File: src/rtl/core/hsgd_ram.sv
`default_nettype none

module hsgd_ram #(
	parameter int WIDTH = 8,
	parameter int DEPTH = 16,
	localparam int AW = (DEPTH > 1) ? $clog2(DEPTH) : 1
) (
	input  wire logic             clk,
	input  wire logic             we,
	input  wire logic [AW-1:0]    waddr,
	input  wire logic [WIDTH-1:0] wdata,
	input  wire logic             re,
	input  wire logic [AW-1:0]    raddr,
	output logic      [WIDTH-1:0] rdata
);

	logic [WIDTH-1:0] mem_q [DEPTH];
	logic [WIDTH-1:0] rdata_q;

	always_ff @(posedge clk) begin
		if (we) begin
			mem_q[waddr] <= wdata;
		end
		if (re) begin
			rdata_q <= mem_q[raddr];
		end
	end

	assign rdata = rdata_q;

endmodule

`default_nettype wire

File: config.mk
export PLATFORM = sky130hd
export DESIGN_NAME = hsgd_ram
export DESIGN_NICKNAME = d
export VERILOG_FILES = /design/src/rtl/core/hsgd_ram.sv
export SDC_FILE = /design/constraint.sdc
export NUM_CORES = 1
export LEC_CHECK = 0
export BUFFER_PORTS_ARGS = -buffer_cell sky130_fd_sc_hd__buf_2
export CAP_MARGIN = 20
export CORE_ASPECT_RATIO = 2
export CORE_MARGIN = 2
export CORE_UTILIZATION = 50
export DETAILED_ROUTE_END_ITERATION = 16
export PLACE_DENSITY = 0.71
export SLEW_MARGIN = 20
export SYNTH_ARGS = -nofsm -noshare
export SYNTH_HDL_FRONTEND = slang
export SYNTH_SLANG_ARGS = --single-unit
File: constraint.sdc
create_clock -name clk -period 1.7 [get_ports clk]
set_input_delay 0.085 -clock clk [delete_from_list [all_inputs] [get_ports clk]]
set_output_delay 0.085 -clock clk [all_outputs]
set_load 0.005 [all_outputs]
# Word-level counts from Yosys, hierarchy flattened
# Memories as Yosys holds them, arrays and structs flattened. A register that Yosys moved wholly into a read port is not among the register bits.
# Cells that the tools add are included.
# totals
ff_bits	0
latch_bits	0
mem_bits_rw	128
rom_bits	0
inputBits	19
output_inout_bits	8
elab_cells	3
mem_count	1
# mem_list
name	depth	word_bits	read_ports	rd_clocked_by_memory_dff	write_ports	line_no	rtl
mem_q	16	8	1	1	1	17	logic [WIDTH-1:0] mem_q [DEPTH];
# classes
add_sub_neg	0
n_mul	0
n_div	0
n_lt_le_gt_ge	0
eq_ne	0
shifts	0
n_mux	2
bitwise_logic	0
reduce_logical	0
# op_table
cell	n
$mux 1	2

# Depth between registers and ports, before layout
# Gate-level depths: netlist (run 1).
# logic_depth
depth_word	2
ltp_mapped	5
mapped_depth_nobuf	3

# Worst setup path before layout (run 1)
# No wires, ideal clock.
# synth_path
path_type	input to register
from	in waddr[2]
to	mem mem_q[0][0] (enable)
setup_ns	0.383
t_arrival_ns	1.195
t_required_ns	1.317
slack_ns	0.122
stages	2
path_buffers	0
cell_sequence	or3b_2 nor3_1
# synth_rtl
element	line_no	rtl
from (decl)	10	input wire logic [AW-1:0] waddr,
to (decl)	17	
# Straight into the memory's write port.

==> summary.txt, run 1 <==
Run status
  – Status: finished, final reports clean

Floorplanning
  – Die Ht: 148.6 microns
  – Core Area: 10150 sq um
  – Initial Utilization: 51.50%
  – Full die area: 11340 sq um
  – Die X: 76.30 microns
  – Row cnt: 52
  – IO Pins: 27

Logic synthesis
  – Synthesized Nets: 248
  – Yosys warnings: 0
  – Synth unique cells: 18
  – Avg Cell Area, Syn: 22.83 sq um
  – Synthesized cell area: 5228 sq um
  – Register area share after synthesis: 78.12%
  – Syn Inst Count: 229
  – Synth Register Bits: 136

Layout
  – Most common cell after layout, fill and taps aside: edfxtp_1
  – Fin cells: 434
  – # diodes: 0
  – Final instance area: 6190 sq um
  – Synth-to-Final Area Change: 18.41%
  – Most frequent cells in the layout: 136 x edfxtp_1, 26 x buf_2, 19 x buf_4
  – Layout cells sized above 1: 30.43%
  – NumNets Final: 305

STA
  – Final Hold Fails: 0
  – WHS: 42.64 ps
  – TNS Setup: 0 ps
  – RSZ-0062 raised after global routing: false
  – Max Slew Vio Count: 0
  – Final setup margin: 234.3 ps
  – F_max: 0.6823 GHz
  – Setup Viol. Count Final: 0
  – Period minus WS final: 1466 ps
  – Worst Tran Pin Value: 407.0 ps
  – Period utilization: 86.22%
  – Clock skew: 7.036 ps
  – Worst slew margin: 72.77%

Routing
  – Post-route antenna net violation count: 0
  – Pre-antenna DRT Iters: 4
  – 1st-iter DRT viols: 266
  – Vias: 2439
  – Drc violations: 0
  – WL/cell: 21.98 microns
  – Vias per Instance: 5.620
  – WL final: 9541 microns

Clocking
  – H-Tree Depth: 4
  – Post_cts resized: 0
  – Hold-fix buffers at CTS: 0
  – Root Driver: clkbuf_16
  – Clock transition at path regs: 50 ps
  – Setup Buffers After CTS: 0
  – Clock buffer depth: 2
  – Worst-skew pair later-pin latency: 410 ps
  – CTS tree: built
  – TritonCTS sink count: 136
  – Num CTS Buffers: 17

Critical path
  – CP peak stage delay: 520 ps
  – Critical R2R Capture: rdata[3]
  – FF-to-FF path depth: 3
  – Crit path kind: flip-flop to flip-flop
  – Startpoint Class: flip-flop
  – CP endpoint kind: flip-flop
  – Data arrival, critical path: 1610 ps
  – CP max-delay cell: mux4_1
  – Critical Path RT: 1850 ps
  – Crit-path max FO: 1
  – Worst r2r src: mem_q[1][3]
  – R2r setup slk: 230 ps
  – Worst path cell trace: mux4_1 -> a22oi_1 -> nand2_1

Placement
  – Cells after DPL: 402
  – Dpl ws: 81.75 ps
  – Placed Area: 5643 sq um
  – Hpwl dp: 6460 microns
  – RePlAce Congestion: 0.8182
  – Buffers on Ports: 26

GRT
  – First-pass GRT wire length: 15050 microns
  – Largest net degree at the start of global routing: 26
  – Vias in the first global route: 2640
  – Initial antenna violation count: 0
  – Overall global routing resource usage: 18.72%
  – Congestion Overflow GR: 0

Worst hold path
  – Hold wc startpoint: re
  – Worst Hold Class: input port to flip-flop
  – Worst hold path depth: 1
  – Worst Hold End: rdata[5]

Power
  – Leakage power: 2.104 nW
  – Power per cell area: 1213 nW/um^2
  – Peak supply drop: 0.9001 mV

Run
  – Max Cap Viol: 0
[worst max-delay path: cells and delay by family (launching register included)]
family	cells	cell delay (ps)
flip-flops	1	370
multiplexers	1	520
AND/OR/NAND/NOR	1	90
AO/OA/AOI/OAI	1	230
[layout make-up]
cell class | count | area (sq um)
Sequential cell | 136 | 4084
Timing Repair Buffer | 48 | 332.8
Clock buffer | 21 | 440.4
Multi-Input combinational cell | 83 | 1057
Clock inverter | 11 | 106.4
Tap cell | 135 | 168.9
Fill cell | 739 | 3960
[synthesized netlist by cell type]
master           number  area, sq um
mux4_2               18        405.4
nand2_1               9        33.78
nor2b_1               1        6.260
nand3_1               1        5.000
mux4_1               14        367.9
nand3b_1              2        15.01
edfxtp_1            136         4084
a22oi_1              16        120.1
nor2_1               13        48.80
or3b_2                1        8.760
buf_6                 3        33.78
nor3_1                4        20.02
clkdlybuf4s25_2       3        30.03
buf_4                 1        7.510
buf_2                 3        15.01
nand2b_1              2        12.51
and2_1                1        6.260
and2b_1               1        7.510
[state kept, by name, indices dropped and copies added (netlist names)]
| register | count |
|---|---|
| mem_q | 128 |
| rdata | 8 |
[per-layer routing]
layer  vias up  routed length (microns)  global-route usage [%]
li1       1094                        -                       -
met3         8                      364                   4.854
met4         0                      152                   8.182
met2        73                     5457                   33.19
met1      1264                     3566                   21.29
met5         -                        0                       0
[power by group]
part | switching [mW] | internal, mW | total, mW
sequential | 0.0183 | 3.78 | 3.80
combinational | 0.187 | 0.154 | 0.341
clock | 1.24 | 2.13 | 3.37
[worst max path at each step]
stage,startpoint,endpoint,slack [ps],cells after the start
after floorplan,waddr[2],mem_q[0][0],120,2
after global placement,raddr[0],rdata[5],120,5
after detailed placement,raddr[0],rdata[0],80,5
after CTS,mem_q[1][2],rdata[2],230,3
after global routing,mem_q[2][2],rdata[2],170,3
final,mem_q[1][3],rdata[3],230,3
[per-stage QoR]
stage          total power, mW  util, %
5_1_grt                  7.761    60.98
3_3_place_gp             4.199    55.60
6_report                 7.507    60.98
2_1_floorplan            4.054        -
3_5_place_dp             4.213    55.60
4_1_cts                  7.566    60.98
[logic make-up (layout without fill, tap and decap cells)]
family / Yosys count / in the layout / share of synthesized area [%]
flops: 136 / 136 / 78.12
mux: 32 / 32 / 14.79
simple gates: 35 / 35 / 3.136
compound gates: 16 / 16 / 2.298
buf+inv: 10 / 80 / 1.651
(Power assumes the default switching activity.)
==> run 2: changes to the inputs <==
CORE_UTILIZATION = 25   (was 50)
PLACE_DENSITY = 0.42   (was 0.71)
==> run 2 against run 1 <==
Compared with the run above:
- combinational power increased by 4%
- fmax shrank 0.58%
- critical path depth unchanged
- via count decreased by 1.7%
- design area increased by 3.8%
- wire length rose by 19%
- first-iteration DRC count down 52%
- highest routed layer unchanged
- clock power is 12% higher
- register-to-register slack is essentially flat
- flip-flop and latch count did not move
==> summary.txt, run 2 (synthesis results as in run 1) <==
STA
  – Period utilization: 86.72% (+0.50 points)
  – Max Slew Vio Count: 0 (unchanged)
  – Setup Viol. Count Final: 0 (unchanged)
  – RSZ-0062 raised after global routing: false
  – Final setup margin: 225.7 ps (-8.569 ps)
  – Clock skew: 6.014 ps (-1.022 ps)
  – Worst Tran Pin Value: 675.6 ps (+268.6 ps)
  – Final Hold Fails: 0 (unchanged)
  – F_max: 0.6783 GHz (-0.58%)
  – Worst slew margin: 54.79% (-18 points)
  – TNS Setup: 0 ps (unchanged)
  – Period minus WS final: 1474 ps (+8.569 ps)

Routing
  – WL/cell: 20.06 microns (-8.8%)
  – Vias: 2397 (-1.7%)
  – Post-route antenna net violation count: 0 (unchanged)
  – 1st-iter DRT viols: 128 (-52%)
  – Vias per Instance: 4.235 (-25%)
  – Drc violations: 0 (unchanged)
  – Pre-antenna DRT Iters: 4 (unchanged)
  – WL final: 11350 microns (+19%)

Layout
  – Fin cells: 566 (+30%)
  – Most frequent cells in the layout: 136 x edfxtp_1, 26 x buf_2, 20 x buf_4
  – Largest register FFs: 128 (unchanged)
  – NumNets Final: 306 (+0.33%)
  – Synth-to-Final Area Change: 22.88%
  – # diodes: 0 (unchanged)
  – Most common cell after layout, fill and taps aside: edfxtp_1
  – Top reg by flops: mem_q
  – Layout cells sized above 1: 31.67% (+1.2 points)

Clocking
  – CTS tree: built
  – Post_cts resized: 0 (unchanged)
  – Num CTS Buffers: 17 (unchanged)
  – Clock buffer depth: 2 (unchanged)
  – TritonCTS sink count: 136 (unchanged)
  – Worst-skew pair later-pin latency: 410 ps (about the same)
  – H-Tree Depth: 4 (unchanged)
  – Clock transition at path regs: 60 ps (about the same)
  – Root Driver: clkbuf_16
  – Setup Buffers After CTS: 0 (unchanged)
  – Hold-fix buffers at CTS: 0 (unchanged)

Critical path
  – Crit-path max FO: 1 (unchanged)
  – Critical Path RT: 1860 ps (about the same)
  – R2r setup slk: 230 ps (about the same)
  – CP endpoint kind: flip-flop
  – Crit path kind: flip-flop to flip-flop
  – Startpoint Class: flip-flop
  – Data arrival, critical path: 1640 ps (+30 ps)

GRT
  – Largest net degree at the start of global routing: 33 (+27%)
  – GR Layer Usage met2: 21.18% (-12 points)
  – Most Crowded Layer GR: met2
  – First-pass GRT wire length: 17090 microns (+14%)
  – Met1 usage: 10.81% (-10 points)
  – Met3 usage: 2.506% (-2.3 points)
  – Initial antenna violation count: 0 (unchanged)
  – Overall global routing resource usage: 11.08% (-7.6 points)
  – Congestion Overflow GR: 0 (unchanged)
  – Vias in the first global route: 2689 (+1.9%)

Floorplanning
  – Die Ht: 208.5 microns (+40%)
  – Full die area: 22150 sq um (+95%)
  – Core Area: 20460 sq um (+100%)
  – IO Pins: 27 (unchanged)
  – Initial Utilization: 25.55% (-26 points)
  – Die X: 106.3 microns (+39%)
  – Row cnt: 74 (+42%)

Power
  – Clock network power share: 47.6% (+2.7 points)
  – Leakage power: 2.132 nW (+1.3%)
  – Combinational share of power: 4.5% (about the same)
  – Power per cell area: 1234 nW/um^2 (+1.8%)
  – Sequential power share: 47.9% (-2.7 points)
  – P_int: 6.367 mW (+5.0%)
  – Sw frac: 19.69% (+0.45 points)
  – Total net switching power: 1.561 mW (+8.1%)
  – Peak supply drop: 0.5835 mV (-35%)

Run
  – Max Cap Viol: 0 (unchanged)

Placement
  – RePlAce Congestion: 0.6889 (-16%)
  – Hpwl dp: 7897 microns (+22%)
  – Dpl ws: 55.03 ps (-26.72 ps)
  – Cells after DPL: 534 (+33%)
  – Buffers on Ports: 26 (unchanged)

Worst hold path
  – Worst Hold Class: input port to flip-flop

Run status
  – Status: finished, final reports clean
[run 2: cell types whose count changed in the layout (fill, tap and decap cells not counted)]
cell | before | now
buf_4 | 19 | 20
bufinv_16 | 2 | 4
clkbuf_1 | 4 | 1
clkinv_2 | 3 | 1
clkinvlp_4 | 1 | 3
inv_6 | 0 | 1
[run 2: area by class of cell]
class / count / area [sq um]
tap: 266 / 332.8
sequential: 136 / 4084
fill: 1943 / 14040
clock inverter: 14 / 180.2
clock buffer: 18 / 429.2
multi-input combinational: 83 / 1057
timing repair buffer: 49 / 340.3
[run 2: metal layers]
metal | part of all wire, % | vias up | routed length (microns)
met3 | 2.1 | 9 | 242
met2 | 60 | 46 | 6762
met4 | 1.9 | 0 | 211
met1 | 36 | 1249 | 4137
li1 | - | 1093 | -
met5 | 0 | - | 0
[run 2: stage by stage]
stage / utilization, % / area [sq um] / hold slack [ps] / power (mW)
after detailed placement: 28.42 / 5814 / 475.7 / 4.238
after global routing: 31.39 / 6424 / 33.22 / 8.206
after floorplan: - / 5228 / 183.9 / 4.054
after CTS: 31.39 / 6424 / 33.64 / 8.045
after global placement: 28.42 / 5814 / 468.6 / 4.234
final: 31.39 / 6424 / 43.98 / 7.928
[run 2: worst paths after layout]
path,to,cells past startpoint,startpoint
min,rdata[7],1,re
min reg2reg,rdata[1],3,mem_q[14][1]
max reg2reg,rdata[3],3,mem_q[6][3]
max,rdata[3],3,mem_q[6][3]
[run 2: power by group through the flow]
stage	Combinational [mW]	Sequential, mW	Clock [mW]
after detailed placement	0.369	3.87	0
after CTS	0.369	3.80	3.88
final	0.354	3.80	3.78
after global placement	0.366	3.87	0
after global routing	0.389	3.80	4.01
after floorplan	0.191	3.86	0
[run 2: critical path, stage by stage (launching register included)]
cell and delay [ps]:
edfxtp_1 360, mux4_1 550, a22oi_1 230, nand2_1 90
